==> src/heartbeat_line_parser_macros.svh <==
// assertion macros for the heartbeat line parser
`ifndef HEARTBEAT_LINE_PARSER_MACROS_SVH
`define HEARTBEAT_LINE_PARSER_MACROS_SVH
`ifndef SYNTHESIS
`define HLP_ASSERT_IMPLIES(lbl, ck, rn, ante, cons) \
	lbl: assert property (@(posedge ck) disable iff (!rn) (ante) |-> (cons)) \
		else $error("hlp assertion failed");
`define HLP_ASSERT_NEXT(lbl, ck, rn, ante, cons) \
	lbl: assert property (@(posedge ck) disable iff (!rn) (ante) |=> (cons)) \
		else $error("hlp assertion failed");
`else
`define HLP_ASSERT_IMPLIES(lbl, ck, rn, ante, cons)
`define HLP_ASSERT_NEXT(lbl, ck, rn, ante, cons)
`endif
`endif

==> src/hlp_pkg.sv <==
// types, constants and helper functions shared by the heartbeat line parser
package hlp_pkg;

	localparam int LINE_BUFFER = 64;
	localparam int LEN_W = $clog2(LINE_BUFFER);
	localparam logic [LEN_W-1:0] LINE_MAX = LEN_W'(LINE_BUFFER - 1);
	localparam logic [LEN_W-1:0] MIN_LINE = LEN_W'(7);

	localparam int IDLE_W = 17;
	localparam logic [IDLE_W-1:0] IDLE_MAX = '1;

	localparam int TO_W = 16;
	localparam logic [TO_W-1:0] LINE_TIMEOUT_RST = 16'd100;
	localparam logic [TO_W-1:0] LINK_TIMEOUT_RST = 16'd1000;

	localparam int CFG_IDX_W = 1;
	typedef logic [CFG_IDX_W-1:0] cfg_index_t;
	localparam cfg_index_t CFG_LINE_TIMEOUT = 1'b0;
	localparam cfg_index_t CFG_LINK_TIMEOUT = 1'b1;

	localparam logic [7:0] CH_H = 8'h48;
	localparam logic [7:0] CH_B = 8'h42;
	localparam logic [7:0] CH_COLON = 8'h3A;
	localparam logic [7:0] CH_COMMA = 8'h2C;
	localparam logic [7:0] CH_PLUS = 8'h2B;
	localparam logic [7:0] CH_MINUS = 8'h2D;
	localparam logic [7:0] CH_LF = 8'h0A;
	localparam logic [7:0] CH_CR = 8'h0D;
	localparam logic [7:0] CH_NUL = 8'h00;
	localparam logic [7:0] CH_SPACE = 8'h20;
	localparam logic [7:0] CH_TAB = 8'h09;
	localparam logic [7:0] CH_VT = 8'h0B;
	localparam logic [7:0] CH_FF = 8'h0C;
	localparam logic [7:0] CH_0 = 8'h30;
	localparam logic [7:0] CH_9 = 8'h39;

	localparam logic [31:0] SAT_LIMIT = 32'd429496729;

	typedef enum logic [1:0] {
		EV_NONE    = 2'd0,
		EV_ACCEPT  = 2'd1,
		EV_DROP    = 2'd2,
		EV_TIMEOUT = 2'd3
	} hlp_event_t;

	typedef enum logic [9:0] {
		PH_H        = 10'b0000000001,
		PH_B        = 10'b0000000010,
		PH_COLON    = 10'b0000000100,
		PH_ID_PRE   = 10'b0000001000,
		PH_ID_SIGN  = 10'b0000010000,
		PH_ID_DIG   = 10'b0000100000,
		PH_SEQ_PRE  = 10'b0001000000,
		PH_SEQ_SIGN = 10'b0010000000,
		PH_SEQ_DIG  = 10'b0100000000,
		PH_FAIL     = 10'b1000000000
	} hlp_phase_t;

	typedef struct packed {
		logic       func;
		logic [7:0] byte_value;
	} hlp_req_t;

	typedef struct packed {
		hlp_event_t  event_res;
		logic [31:0] id_res;
		logic [31:0] sequence_res;
		logic [31:0] received_count;
		logic [31:0] dropped_count;
		logic        link_up;
	} hlp_res_t;

	typedef struct packed {
		logic [TO_W-1:0] line_timeout_ms;
		logic [TO_W-1:0] link_timeout_ms;
	} hlp_cfg_t;

	typedef struct packed {
		logic        ovf;
		logic [31:0] acc;
	} hlp_digit_t;

	function automatic logic is_blank(input logic [7:0] c);
		return (c == CH_SPACE) || (c == CH_TAB) || (c == CH_VT) || (c == CH_FF);
	endfunction

	function automatic logic is_digit(input logic [7:0] c);
		return (c >= CH_0) && (c <= CH_9);
	endfunction

	// decimal accumulate, value sticks at all ones on overflow
	function automatic hlp_digit_t add_digit(input logic [31:0] acc, input logic [3:0] d);
		hlp_digit_t r;
		r.ovf = (acc > SAT_LIMIT) || ((acc == SAT_LIMIT) && (d > 4'd5));
		r.acc = r.ovf ? '1 : ({acc[28:0], 3'b000} + {acc[30:0], 1'b0} + {28'd0, d});
		return r;
	endfunction

endpackage

==> src/hlp_if.sv <==
// request and result channel interfaces
interface hlp_req_if;
	logic               valid;
	logic               ready;
	hlp_pkg::hlp_req_t  payload;
	modport source (output valid, output payload, input ready);
	modport sink (input valid, input payload, output ready);
endinterface

interface hlp_res_if;
	logic               valid;
	logic               ready;
	hlp_pkg::hlp_res_t  payload;
	modport source (output valid, output payload, input ready);
	modport sink (input valid, input payload, output ready);
endinterface

==> src/heartbeat_line_parser.sv <==
// Heartbeat line parser: takes one request per clock (a serial byte or a
// millisecond tick) unless the result side stalls, and returns exactly one
// result per request; a request passes through the input register and then
// the result register, and the per-character scan with its multiply-by-ten
// accumulate sits between them. While a finished result waits, the input
// register takes at most one more request and then holds the input off until
// the result is taken. The user must write timeouts through the configuration
// port only while no request is in flight; the block does not enforce this.
`include "heartbeat_line_parser_macros.svh"
module heartbeat_line_parser (
	input  logic                clk,
	input  logic                arst_n,
	hlp_req_if.sink             req,
	hlp_res_if.source           res,
	input  logic                cfg_wr_en,
	input  hlp_pkg::cfg_index_t cfg_index,
	input  logic [15:0]         cfg_data
);
	import hlp_pkg::*;

	logic     valid_s1;
	hlp_req_t item_s1;
	logic     adv;
	hlp_cfg_t cfg_q;
	hlp_res_t result;
	logic     valid_s2;
	hlp_res_t res_s2;

	assign adv = valid_s1 && (!valid_s2 || res.ready);

	hlp_in_stage u_in (
		.clk      (clk),
		.arst_n   (arst_n),
		.req      (req),
		.adv      (adv),
		.valid_s1 (valid_s1),
		.item_s1  (item_s1)
	);

	hlp_core u_core (
		.clk    (clk),
		.arst_n (arst_n),
		.adv    (adv),
		.item   (item_s1),
		.cfg    (cfg_q),
		.result (result)
	);

	always_ff @(posedge clk or negedge arst_n) begin
		if (!arst_n) begin
			cfg_q.line_timeout_ms <= LINE_TIMEOUT_RST;
			cfg_q.link_timeout_ms <= LINK_TIMEOUT_RST;
		end else if (cfg_wr_en) begin
			case (cfg_index)
				CFG_LINE_TIMEOUT: cfg_q.line_timeout_ms <= cfg_data;
				CFG_LINK_TIMEOUT: cfg_q.link_timeout_ms <= cfg_data;
				default: ;
			endcase
		end
	end

	always_ff @(posedge clk or negedge arst_n) begin
		if (!arst_n) begin
			valid_s2 <= 1'b0;
		end else if (adv) begin
			valid_s2 <= 1'b1;
		end else if (res.ready) begin
			valid_s2 <= 1'b0;
		end
	end

	always_ff @(posedge clk) begin
		if (adv) begin
			res_s2 <= result;
		end
	end

	assign res.valid = valid_s2;
	assign res.payload = res_s2;

	`HLP_ASSERT_IMPLIES(a_stall_blocks_req, clk, arst_n, valid_s1 && !adv, !req.ready)
	`HLP_ASSERT_NEXT(a_result_after_adv, clk, arst_n, adv, valid_s2)

endmodule

==> src/hlp_in_stage.sv <==
// input register stage for requests
module hlp_in_stage (
	input  logic              clk,
	input  logic              arst_n,
	hlp_req_if.sink           req,
	input  logic              adv,
	output logic              valid_s1,
	output hlp_pkg::hlp_req_t item_s1
);
	import hlp_pkg::*;

	assign req.ready = !valid_s1 || adv;

	always_ff @(posedge clk or negedge arst_n) begin
		if (!arst_n) begin
			valid_s1 <= 1'b0;
		end else if (req.ready) begin
			valid_s1 <= req.valid;
		end
	end

	always_ff @(posedge clk) begin
		if (req.ready && req.valid) begin
			item_s1 <= req.payload;
		end
	end

endmodule

==> src/hlp_core.sv <==
// line state, parser and counters, one request per cycle while adv is high
`include "heartbeat_line_parser_macros.svh"
module hlp_core (
	input  logic              clk,
	input  logic              arst_n,
	input  logic              adv,
	input  hlp_pkg::hlp_req_t item,
	input  hlp_pkg::hlp_cfg_t cfg,
	output hlp_pkg::hlp_res_t result
);
	import hlp_pkg::*;

	logic [LEN_W-1:0]  len_q, len_n;
	hlp_phase_t        phase_q, phase_n, p_phase;
	logic              zero_q, zero_n;
	logic [31:0]       id_acc_q, id_acc_n, p_id_acc;
	logic              id_neg_q, id_neg_n, p_id_neg;
	logic [31:0]       seq_acc_q, seq_acc_n, p_seq_acc;
	logic              seq_neg_q, seq_neg_n, p_seq_neg;
	logic [IDLE_W-1:0] line_idle_q, line_idle_n, line_idle_inc;
	logic [IDLE_W-1:0] link_idle_q, link_idle_n, link_idle_inc;
	logic              link_q, link_n;
	logic [31:0]       acc_tot_q, acc_tot_n;
	logic [31:0]       drop_tot_q, drop_tot_n;
	logic [7:0]        c;
	logic              clear;
	hlp_digit_t        id_step, seq_step;
	hlp_event_t        ev;
	logic [31:0]       sid, sq;

	assign c = item.byte_value;
	assign id_step = add_digit(id_acc_q, c[3:0]);
	assign seq_step = add_digit(seq_acc_q, c[3:0]);
	assign line_idle_inc = (line_idle_q == IDLE_MAX) ? line_idle_q : line_idle_q + 1'b1;
	assign link_idle_inc = (link_idle_q == IDLE_MAX) ? link_idle_q : link_idle_q + 1'b1;

	// one character through the prefix and number scan
	always_comb begin
		p_phase = phase_q;
		p_id_acc = id_acc_q;
		p_id_neg = id_neg_q;
		p_seq_acc = seq_acc_q;
		p_seq_neg = seq_neg_q;
		case (phase_q)
			PH_H: p_phase = (c == CH_H) ? PH_B : PH_FAIL;
			PH_B: p_phase = (c == CH_B) ? PH_COLON : PH_FAIL;
			PH_COLON: p_phase = (c == CH_COLON) ? PH_ID_PRE : PH_FAIL;
			PH_ID_PRE, PH_ID_SIGN: begin
				if ((phase_q == PH_ID_PRE) && is_blank(c)) begin
					p_phase = PH_ID_PRE;
				end else if ((phase_q == PH_ID_PRE) && ((c == CH_PLUS) || (c == CH_MINUS))) begin
					p_id_neg = (c == CH_MINUS);
					p_phase = PH_ID_SIGN;
				end else if (is_digit(c)) begin
					p_id_acc = id_step.acc;
					if (id_step.ovf) p_id_neg = 1'b0;
					p_phase = PH_ID_DIG;
				end else begin
					p_phase = PH_FAIL;
				end
			end
			PH_ID_DIG: begin
				if (is_digit(c)) begin
					p_id_acc = id_step.acc;
					if (id_step.ovf) p_id_neg = 1'b0;
				end else begin
					p_phase = (c == CH_COMMA) ? PH_SEQ_PRE : PH_FAIL;
				end
			end
			PH_SEQ_PRE, PH_SEQ_SIGN: begin
				if ((phase_q == PH_SEQ_PRE) && is_blank(c)) begin
					p_phase = PH_SEQ_PRE;
				end else if ((phase_q == PH_SEQ_PRE) && ((c == CH_PLUS) || (c == CH_MINUS))) begin
					p_seq_neg = (c == CH_MINUS);
					p_phase = PH_SEQ_SIGN;
				end else if (is_digit(c)) begin
					p_seq_acc = seq_step.acc;
					if (seq_step.ovf) p_seq_neg = 1'b0;
					p_phase = PH_SEQ_DIG;
				end else begin
					p_phase = PH_FAIL;
				end
			end
			PH_SEQ_DIG: begin
				if (is_digit(c)) begin
					p_seq_acc = seq_step.acc;
					if (seq_step.ovf) p_seq_neg = 1'b0;
				end
			end
			default: p_phase = PH_FAIL;
		endcase
	end

	always_comb begin
		len_n = len_q;
		phase_n = phase_q;
		zero_n = zero_q;
		id_acc_n = id_acc_q;
		id_neg_n = id_neg_q;
		seq_acc_n = seq_acc_q;
		seq_neg_n = seq_neg_q;
		line_idle_n = line_idle_q;
		link_idle_n = link_idle_q;
		link_n = link_q;
		acc_tot_n = acc_tot_q;
		drop_tot_n = drop_tot_q;
		clear = 1'b0;
		ev = EV_NONE;
		sid = '0;
		sq = '0;
		if (item.func) begin
			line_idle_n = line_idle_inc;
			link_idle_n = link_idle_inc;
			if ((len_q != '0) && (line_idle_inc > {1'b0, cfg.line_timeout_ms})) begin
				ev = EV_TIMEOUT;
				drop_tot_n = drop_tot_q + 32'd1;
				clear = 1'b1;
			end
			if (link_idle_inc > {1'b0, cfg.link_timeout_ms}) link_n = 1'b0;
		end else if (len_q < LINE_MAX) begin
			line_idle_n = '0;
			if ((c == CH_LF) || (c == CH_CR)) begin
				if (!(!zero_q && (len_q < MIN_LINE)) && (phase_q == PH_SEQ_DIG)) begin
					ev = EV_ACCEPT;
					sid = id_neg_q ? (32'd0 - id_acc_q) : id_acc_q;
					sq = seq_neg_q ? (32'd0 - seq_acc_q) : seq_acc_q;
					acc_tot_n = acc_tot_q + 32'd1;
					link_n = 1'b1;
					link_idle_n = '0;
				end else begin
					ev = EV_DROP;
					drop_tot_n = drop_tot_q + 32'd1;
				end
				clear = 1'b1;
			end else begin
				if (!zero_q) begin
					if (c == CH_NUL) begin
						zero_n = 1'b1;
						if (len_q < MIN_LINE) phase_n = PH_FAIL;
					end else begin
						phase_n = p_phase;
						id_acc_n = p_id_acc;
						id_neg_n = p_id_neg;
						seq_acc_n = p_seq_acc;
						seq_neg_n = p_seq_neg;
					end
				end
				len_n = len_q + 1'b1;
			end
		end
		if (clear) begin
			len_n = '0;
			phase_n = PH_H;
			zero_n = 1'b0;
			id_acc_n = '0;
			id_neg_n = 1'b0;
			seq_acc_n = '0;
			seq_neg_n = 1'b0;
		end
	end

	always_ff @(posedge clk or negedge arst_n) begin
		if (!arst_n) begin
			len_q <= '0;
			phase_q <= PH_H;
			zero_q <= 1'b0;
			id_acc_q <= '0;
			id_neg_q <= 1'b0;
			seq_acc_q <= '0;
			seq_neg_q <= 1'b0;
			line_idle_q <= '0;
			link_idle_q <= '0;
			link_q <= 1'b0;
			acc_tot_q <= '0;
			drop_tot_q <= '0;
		end else if (adv) begin
			len_q <= len_n;
			phase_q <= phase_n;
			zero_q <= zero_n;
			id_acc_q <= id_acc_n;
			id_neg_q <= id_neg_n;
			seq_acc_q <= seq_acc_n;
			seq_neg_q <= seq_neg_n;
			line_idle_q <= line_idle_n;
			link_idle_q <= link_idle_n;
			link_q <= link_n;
			acc_tot_q <= acc_tot_n;
			drop_tot_q <= drop_tot_n;
		end
	end

	always_comb begin
		result.event_res = ev;
		result.id_res = sid;
		result.sequence_res = sq;
		result.received_count = acc_tot_n;
		result.dropped_count = drop_tot_n;
		result.link_up = link_n;
	end

	`HLP_ASSERT_IMPLIES(a_len_bound, clk, arst_n, 1'b1, len_q <= LINE_MAX)
	`HLP_ASSERT_IMPLIES(a_zero_in_line, clk, arst_n, zero_q, len_q != '0)
	`HLP_ASSERT_NEXT(a_accept_count, clk, arst_n, adv && (ev == EV_ACCEPT),
		acc_tot_q == $past(acc_tot_q) + 32'd1 && link_q && (len_q == '0))
	`HLP_ASSERT_NEXT(a_drop_count, clk, arst_n, adv && ((ev == EV_DROP) || (ev == EV_TIMEOUT)),
		drop_tot_q == $past(drop_tot_q) + 32'd1 && (phase_q == PH_H))

endmodule
==> src/flat_wrapper.sv <==
// flat-port wrapper written by rule: the top's interface ports become plain ports
module heartbeat_line_parser_flat import hlp_pkg::*;
  (clk, arst_n, cfg_wr_en, cfg_index, cfg_data, req_valid, req_payload, req_ready, res_valid, res_payload, res_ready);
  hlp_req_if req_i ();
  hlp_res_if res_i ();
  input  logic clk;
  input  logic arst_n;
  input  logic cfg_wr_en;
  input  hlp_pkg::cfg_index_t cfg_index;
  input  logic [15:0] cfg_data;
  input wire logic [$bits(req_i.valid)-1:0] req_valid;
  input wire logic [$bits(req_i.payload)-1:0] req_payload;
  output wire logic [$bits(req_i.ready)-1:0] req_ready;
  output wire logic [$bits(res_i.valid)-1:0] res_valid;
  output wire logic [$bits(res_i.payload)-1:0] res_payload;
  input wire logic [$bits(res_i.ready)-1:0] res_ready;
  assign req_i.valid = req_valid;
  assign req_i.payload = req_payload;
  assign req_ready = req_i.ready;
  assign res_valid = res_i.valid;
  assign res_payload = res_i.payload;
  assign res_i.ready = res_ready;
  heartbeat_line_parser u_core (.clk(clk), .arst_n(arst_n), .req(req_i), .res(res_i), .cfg_wr_en(cfg_wr_en), .cfg_index(cfg_index), .cfg_data(cfg_data));
endmodule
==> config.mk <==
export PLATFORM = sky130hd
export DESIGN_NAME = heartbeat_line_parser_flat
export DESIGN_NICKNAME = d
export VERILOG_FILES = /design/src/hlp_pkg.sv /design/src/hlp_if.sv /design/src/heartbeat_line_parser.sv /design/src/hlp_in_stage.sv /design/src/hlp_core.sv /design/src/flat_wrapper.sv
export VERILOG_INCLUDE_DIRS = /design/src /design/src/src
export SDC_FILE = /design/constraint.sdc
export NUM_CORES = 1
export LEC_CHECK = 0
export BUFFER_PORTS_ARGS = -buffer_cell sky130_fd_sc_hd__clkbuf_2
export CELL_PAD_IN_SITES_DETAIL_PLACEMENT = 2
export CELL_PAD_IN_SITES_GLOBAL_PLACEMENT = 2
export CORE_MARGIN = 5
export CORE_UTILIZATION = 41
export CTS_BUF_LIST = sky130_fd_sc_hd__clkbuf_8
export DETAILED_ROUTE_END_ITERATION = 10
export PLACE_DENSITY_LB_ADDON = 0.1
export SYNTH_ARGS = -nofsm -noshare
export SYNTH_HDL_FRONTEND = slang
export SYNTH_HIERARCHICAL = 1
export SYNTH_SLANG_ARGS = --single-unit
==> constraint.sdc <==
create_clock -name clk -period 6.76 [get_ports clk]
set_clock_uncertainty 0.05 [all_clocks]
set_input_delay 1.014 -clock clk [delete_from_list [all_inputs] [get_ports clk]]
set_output_delay 1.014 -clock clk [all_outputs]
set_load 0.01 [all_outputs]
==> impl_metrics.yaml, run 1 <==
outcome:
  outcome: "completed"
drt:
  firstDrtPassIters: 5
  drc: 0
  wirelength_um: 68500
  vias: 17633
  ant_nets: 0
  drt_iter0_markers: 712
  via_per_inst: 5.64
  wl_per_cell_um: 21.9
power:
  p_total_uw: 5370
  swShare_pct: 29.1
  power.switching_uw: 1560
  vdd_drop_max_v: 0.000157
  p_clk_share_pct: 40.6
  internal_power_uw: 3810
  p_leak_uw: 0.0113
  power.share.sequential_pct: 46.9
  power_per_cell_area_mw_per_mm2: 217
  p_comb_share_pct: 12.5
synthesis:
  yosysTopAreaCellShare_pct: 23.6
  ys_warn_count: 6
  syn_area_mm2: 0.0219
  netlist_instances: 2211
  ys_ff_latch: 356
  synth_top_area_cell: "dfrtp_1"
  syn_area_per_cell_um2: 9.89
  async_flop_share_pct: 60.7
  synth.area.top_cells: "dfrtp_1 (24%), edfxtp_1 (19%), ha_1 (9.0%), xnor2_1 (6.0%), xor2_1 (4.4%)"
  synth_top_flop_cell: "dfrtp_1"
  synth-edff-count: 140
  synth_nets: 2404
  synth_cell_types: 89
  ys_seq_area_share_pct: 44.0
timing:
  tightest_slew_ns: 1.16
  drv_slew: 0
  period_share_pct: 85.4
  rsz0062_at_grt: "no"
  setup_viol: 0
  setup-tns-final_ns: 0
  min_period_ns: 5.77
  hold_violations: 0
  setup_slack_ns: 0.985
  fmax_mhz: 173
  max_slew_margin_pct: 22.7
cells_and_area:
  multiInputGateArea_mm2: 0.0117
  final_area_mm2: 0.0248
  utilization_pct: 47.1
  drive_above_1_share_pct: 15.5
  register_area_mm2: 0.00962
  final_nets: 2572
  area_growth_pct: 13.3
  fillers: 5531
clock_network:
  cts_tree: "yes"
  clock_latency_ns: 0.64
  root_buffer: "clkbuf_8"
  numCtsBuffers: 70
  cts_hold_buf: 0
  h-tree-depth: 3
  cts_resized: 0
  cts.sinks: 356
  clk_path_buf_depth: 3
  postCtsSetupBuffers: 0
  clk_pin_slew_ns: 0.06
worst_setup_path:
  cp-end-kind: "register"
  cp_max_fo: 20
  cp.arrival_ns: 6.25
  startpoint_type: "register"
  reg2reg_to: "u_core/u_core/id_acc_q[18]$_DFFE_PN0P_"
  ff2ff_setup_slack_ns: 0.99
  worstSetupPathType: "reg -> reg"
  reg2regPathDepth: 18
  regToRegStartpoint: "u_core/u_core/line_idle_q[5]$_DFFE_PN0P_"
  crit_required_ns: 7.24
global_routing:
  grt_pass1_vias: 19825
  grt_overflow: 0
  grt_use_total_pct: 23.4
  grt_pass1_wl_um: 110000
  antenna_found_initial: 1
  grt_max_degree: 114
placed_design:
  pre_cts_ws_ns: 0.975
  gp_congestion: 0.859
  placed_area_mm2: 0.0234
  hpwl_um: 48800
  io_buffer_count: 163
floorplan:
  num_rows: 84
  die_area_mm2: 0.0581
  initial_utilization_pct: 41.5
  die_w_um: 241
  ios: 164
  fp.coreArea_mm2: 0.0527
  die_y_um: 241
hold_path:
  hp-class: "in -> async"
job:
  max_cap_violations: 0
==> per-layer routing <==
layer | track usage [%] | part of all wire, % | vias to the layer above
li1 | - | - | 8287
met1 | 29.7 | 44 | 9009
met2 | 41.9 | 51 | 246
met3 | 3.10 | 3.0 | 91
met4 | 6.67 | 2.1 | 0
met5 | 0 | 0 | -
==> synth_stat cells, types with 18 or more instances <==
library cell  instances
nor4_1               19
xor2_1              109
xnor2_1             150
a21o_1               33
a22o_1               21
inv_1                64
nand2_1             251
nand2b_1             29
nor3_1               34
o31ai_1              27
a31oi_1              21
ha_1                158
o21ai_0             185
dfrtp_1             206
nand4_1              38
and3_1               34
nor2_1              183
edfxtp_1            140
clkbuf_1             66
mux2_2               35
a21oi_1              76
or3_1                18
nand3_1              64
==> cells in the final DEF, fill, tap and decap left out, drive strengths merged, types with 23 or more instances in the layout <==
master | Yosys | layout
mux2 | 45 | 45
a21o | 33 | 33
xor2 | 109 | 109
inv | 64 | 86
xnor2 | 150 | 150
nand3 | 64 | 64
nand2 | 252 | 252
and3 | 34 | 34
nand4 | 38 | 38
nand2b | 30 | 30
edfxtp | 140 | 140
clkbuf | 68 | 241
clkinv | 0 | 23
dfrtp | 206 | 206
ha | 158 | 158
nor3 | 34 | 34
o31ai | 27 | 27
a21oi | 76 | 76
nor2 | 183 | 183
o21ai | 188 | 188
==> power by group through the flow <==
stage / combinational, µW / clock (µW) / sequential, µW
6_report: 673 / 2180 / 2520
5_1_grt: 749 / 2360 / 2530
4_1_cts: 686 / 2260 / 2520
3_5_place_dp: 674 / 0 / 2560
3_3_place_gp: 638 / 0 / 2540
2_1_floorplan: 381 / 0 / 2560
==> sequential cells by signal, summed over array words and instances, names as in the netlist, 6 cells and up <==
name and flops:
u_core/u_in/item_s1 9, u_core/res.payload 131, u_core/u_core/phase_q 10, u_core/u_core/acc_tot_q 32, u_core/u_core/link_idle_q 17, u_core/u_core/seq_acc_q 32
u_core/u_core/drop_tot_q 32, u_core/u_core/id_acc_q 32, u_core/u_core/line_idle_q 17, u_core/cfg_q 32, u_core/u_core/len_q 6
==> cell type report <==
cell class	count	share of cell area (%)
clock buffer	79	4.39
timing repair buffer	180	3.90
inverter	64	0.970
clock inverter	51	1.19
sequential	356	38.8
tap	688	3.47
multi-input combinational	1707	47.2
antenna	1	0.0101
==> cells by family (layout without fill, tap and decap cells) <==
family	Yosys count	after routing	share of synthesized area [%]
xor+xnor	259	259	10.4
fa+ha+maj	162	162	9.41
mux	51	51	2.76
buf+inv	148	374	2.82
compound gates	469	469	13.5
other cells	0	1	0
simple gates	766	766	17.2
flops	356	356	44.0
==> worst max-delay path by stage <==
stage	from	end	slack, ns	depth (start not counted)
floorplan	res_ready	u_core/u_core/phase_q[1]$_DFFE_PN0P_	0.33	7
global placement	u_core/u_core/line_idle_q[4]$_DFFE_PN0P_	u_core/u_core/id_acc_q[28]$_DFFE_PN0P_	1.20	18
detailed placement	u_core/u_core/line_idle_q[4]$_DFFE_PN0P_	u_core/u_core/id_acc_q[18]$_DFFE_PN0P_	0.97	18
CTS	u_core/u_core/line_idle_q[4]$_DFFE_PN0P_	u_core/u_core/id_acc_q[18]$_DFFE_PN0P_	0.95	18
global route	u_core/u_core/line_idle_q[4]$_DFFE_PN0P_	u_core/u_core/id_acc_q[18]$_DFFE_PN0P_	0.43	18
finish	u_core/u_core/line_idle_q[5]$_DFFE_PN0P_	u_core/u_core/id_acc_q[18]$_DFFE_PN0P_	0.99	18
==> metrics by stage <==
stage,hold WS [ns],std cells
floorplan,0.400,2211
finish,0.373,3126
global route,0.405,3126
detailed placement,0.448,2995
global placement,0.426,2995
CTS,0.369,3125
==> worst max-delay path: stages (launching register included) <==
cell and delay, ns:
dfrtp_1 0.47, and4_1 0.25, nand3_1 0.13, nor4_1 0.57, nand2_1 0.30, nand4_1 0.29, nor2_1 0.16, nand3_1 0.13
xnor2_1 0.15, ha_1 0.28, a21o_1 0.16, a21oi_1 0.22, o21ai_0 0.13, a211o_1 0.29, a211oi_1 0.30, buf_4 0.24
o31a_1 0.75, nand3_1 0.46, o21ai_0 0.33
No activity file was read; power rests on OpenSTA's default activity.
==> run 2, diff against run 1 <==
Settings changed: CELL_PAD_IN_SITES_DETAIL_PLACEMENT 2 to 1, CELL_PAD_IN_SITES_GLOBAL_PLACEMENT 2 to 1, CORE_UTILIZATION 41 to 50.
==> impl_metrics.yaml, run 2 (synthesized netlist as in run 1, its figures left out) <==
outcome:
  outcome: "completed"
timing:
  tightest_slew_ns: 1.17
  max_slew_margin_pct: 21.8
  hold_violations: 0
  rsz0062_at_grt: "no"
  fmax_mhz: 170
  setup-tns-final_ns: 0
  drv_slew: 0
  period_share_pct: 87.3
  setup_viol: 0
  hold_slack_ns: 0.363
  min_period_ns: 5.90
power:
  p_total_uw: 5150
  p_leak_uw: 0.0112
  swShare_pct: 28.2
  internal_power_uw: 3700
  p_comb_share_pct: 12.8
  power_per_cell_area_mw_per_mm2: 210
  p_clk_share_pct: 38.5
  vdd_drop_max_v: 0.000117
  power.switching_uw: 1450
  power.share.sequential_pct: 48.8
global_routing:
  grt_overflow: 0
  grt_pass1_wl_um: 98500
  grt_use_total_pct: 25.2
  grt_max_degree: 133
  grt_pass1_vias: 18384
  antenna_found_initial: 1
cells_and_area:
  multiInputGateArea_mm2: 0.0117
  layout_common_cells: "nand2_1 (251), dfrtp_1 (206), o21ai_0 (184)"
  fillers: 4918
  final_common_cell: "nand2_1"
  largest_reg_flops: 131
  final_area_mm2: 0.0245
  antenna_cells: 0
  utilization_pct: 56.7
  drive_above_1_share_pct: 14.8
  final_nets: 2567
  register_area_mm2: 0.00962
  area_growth_pct: 12.0
job:
  max_cap_violations: 0
clock_network:
  postCtsSetupBuffers: 0
  numCtsBuffers: 66
  clk_path_buf_depth: 3
  cts_hold_buf: 0
  cts_resized: 0
  clock_latency_ns: 0.63
  h-tree-depth: 3
  cts_tree: "yes"
  cts.sinks: 356
  clk_pin_slew_ns: 0.06
  root_buffer: "clkbuf_8"
placed_design:
  placed_area_mm2: 0.0232
  gp_congestion: 0.871
  io_buffer_count: 163
  hpwl_um: 43700
drt:
  drt-met1-wl_um: 26400
  firstDrtPassIters: 5
  top_layer: "met5"
  wl_per_cell_um: 20.0
  vias: 17378
  drt_iter0_markers: 965
  wl_met2_um: 30900
  wirelength_um: 60200
  wl_met3_um: 1700
  drc: 0
  ant_nets: 0
  via_per_inst: 5.77
floorplan:
  fp.coreArea_mm2: 0.0432
  initial_utilization_pct: 50.7
  ios: 164
  die_area_mm2: 0.0480
  die_y_um: 219
  num_rows: 76
  die_w_um: 219
worst_setup_path:
  cp.arrival_ns: 6.35
  crit_required_ns: 7.21
  cp-end-kind: "register"
  worstSetupPathType: "reg -> reg"
  cp_max_fo: 25
  startpoint_type: "register"
hold_path:
  hp-class: "in -> async"
## run 2: power groups by stage
stage / clock network, µW / logic (µW) / registers, µW
after floorplan: 0 / 381 / 2560
after global placement: 0 / 628 / 2540
after detailed placement: 0 / 663 / 2550
after CTS: 2040 / 665 / 2520
after global routing: 2150 / 733 / 2530
final: 1980 / 657 / 2510
## run 2: layer usage
metal	GRT usage [%]	up-vias
li1	-	8287
met3	3.52	86
met5	0	-
met1	32.2	8755
met4	5.97	2
met2	45.2	248
## run 2: critical path, cell delays in order (launching register included)
cell	delay, ns
dfrtp_1	0.48
and4_1	0.24
nand3_1	0.13
nor4_1	0.61
nand2_1	0.31
nand4_1	0.31
nor2_1	0.17
nand3_1	0.13
xnor2_1	0.15
ha_1	0.28
a21o_1	0.17
a21oi_1	0.19
o21ai_0	0.11
a211o_1	0.27
a211oi_1	0.26
buf_4	0.22
o31a_1	0.84
nand3_1	0.51
o21ai_0	0.32
## run 2: through the flow
stage	worst slack, ns	cells
after CTS	0.856	3012
after global routing	0.210	3012
final	0.860	3012
after detailed placement	0.991	2891
after global placement	1.25	2891
after floorplan	0.331	2211
## run 2: final timing paths
check	slack, ns	cells past startpoint	to	from
setup / recovery	0.86	18	u_core/u_core/id_acc_q[25]$_DFFE_PN0P_	u_core/u_core/line_idle_q[4]$_DFFE_PN0P_
hold reg to reg	0.44	1	u_core/u_core/acc_tot_q[31]$_DFFE_PN0P_	u_core/u_core/acc_tot_q[31]$_DFFE_PN0P_
hold / removal	0.36	1	u_core/u_core/link_idle_q[6]$_DFFE_PN0P_	arst_n
max in group asynchronous	5.13	2	u_core/u_core/id_acc_q[23]$_DFFE_PN0P_	arst_n
min in group clk	0.44	1	u_core/u_core/acc_tot_q[31]$_DFFE_PN0P_	u_core/u_core/acc_tot_q[31]$_DFFE_PN0P_
setup reg to reg	0.86	18	u_core/u_core/id_acc_q[25]$_DFFE_PN0P_	u_core/u_core/line_idle_q[4]$_DFFE_PN0P_
## run 2: final cells by class
class / count / area share, %
inverters: 64 / 0.981
well taps: 585 / 2.99
repair buffers: 179 / 3.96
flip-flops and latches: 356 / 39.3
clock buffers: 74 / 4.16
multi-input cells: 1707 / 47.7
clock inverters: 47 / 0.935
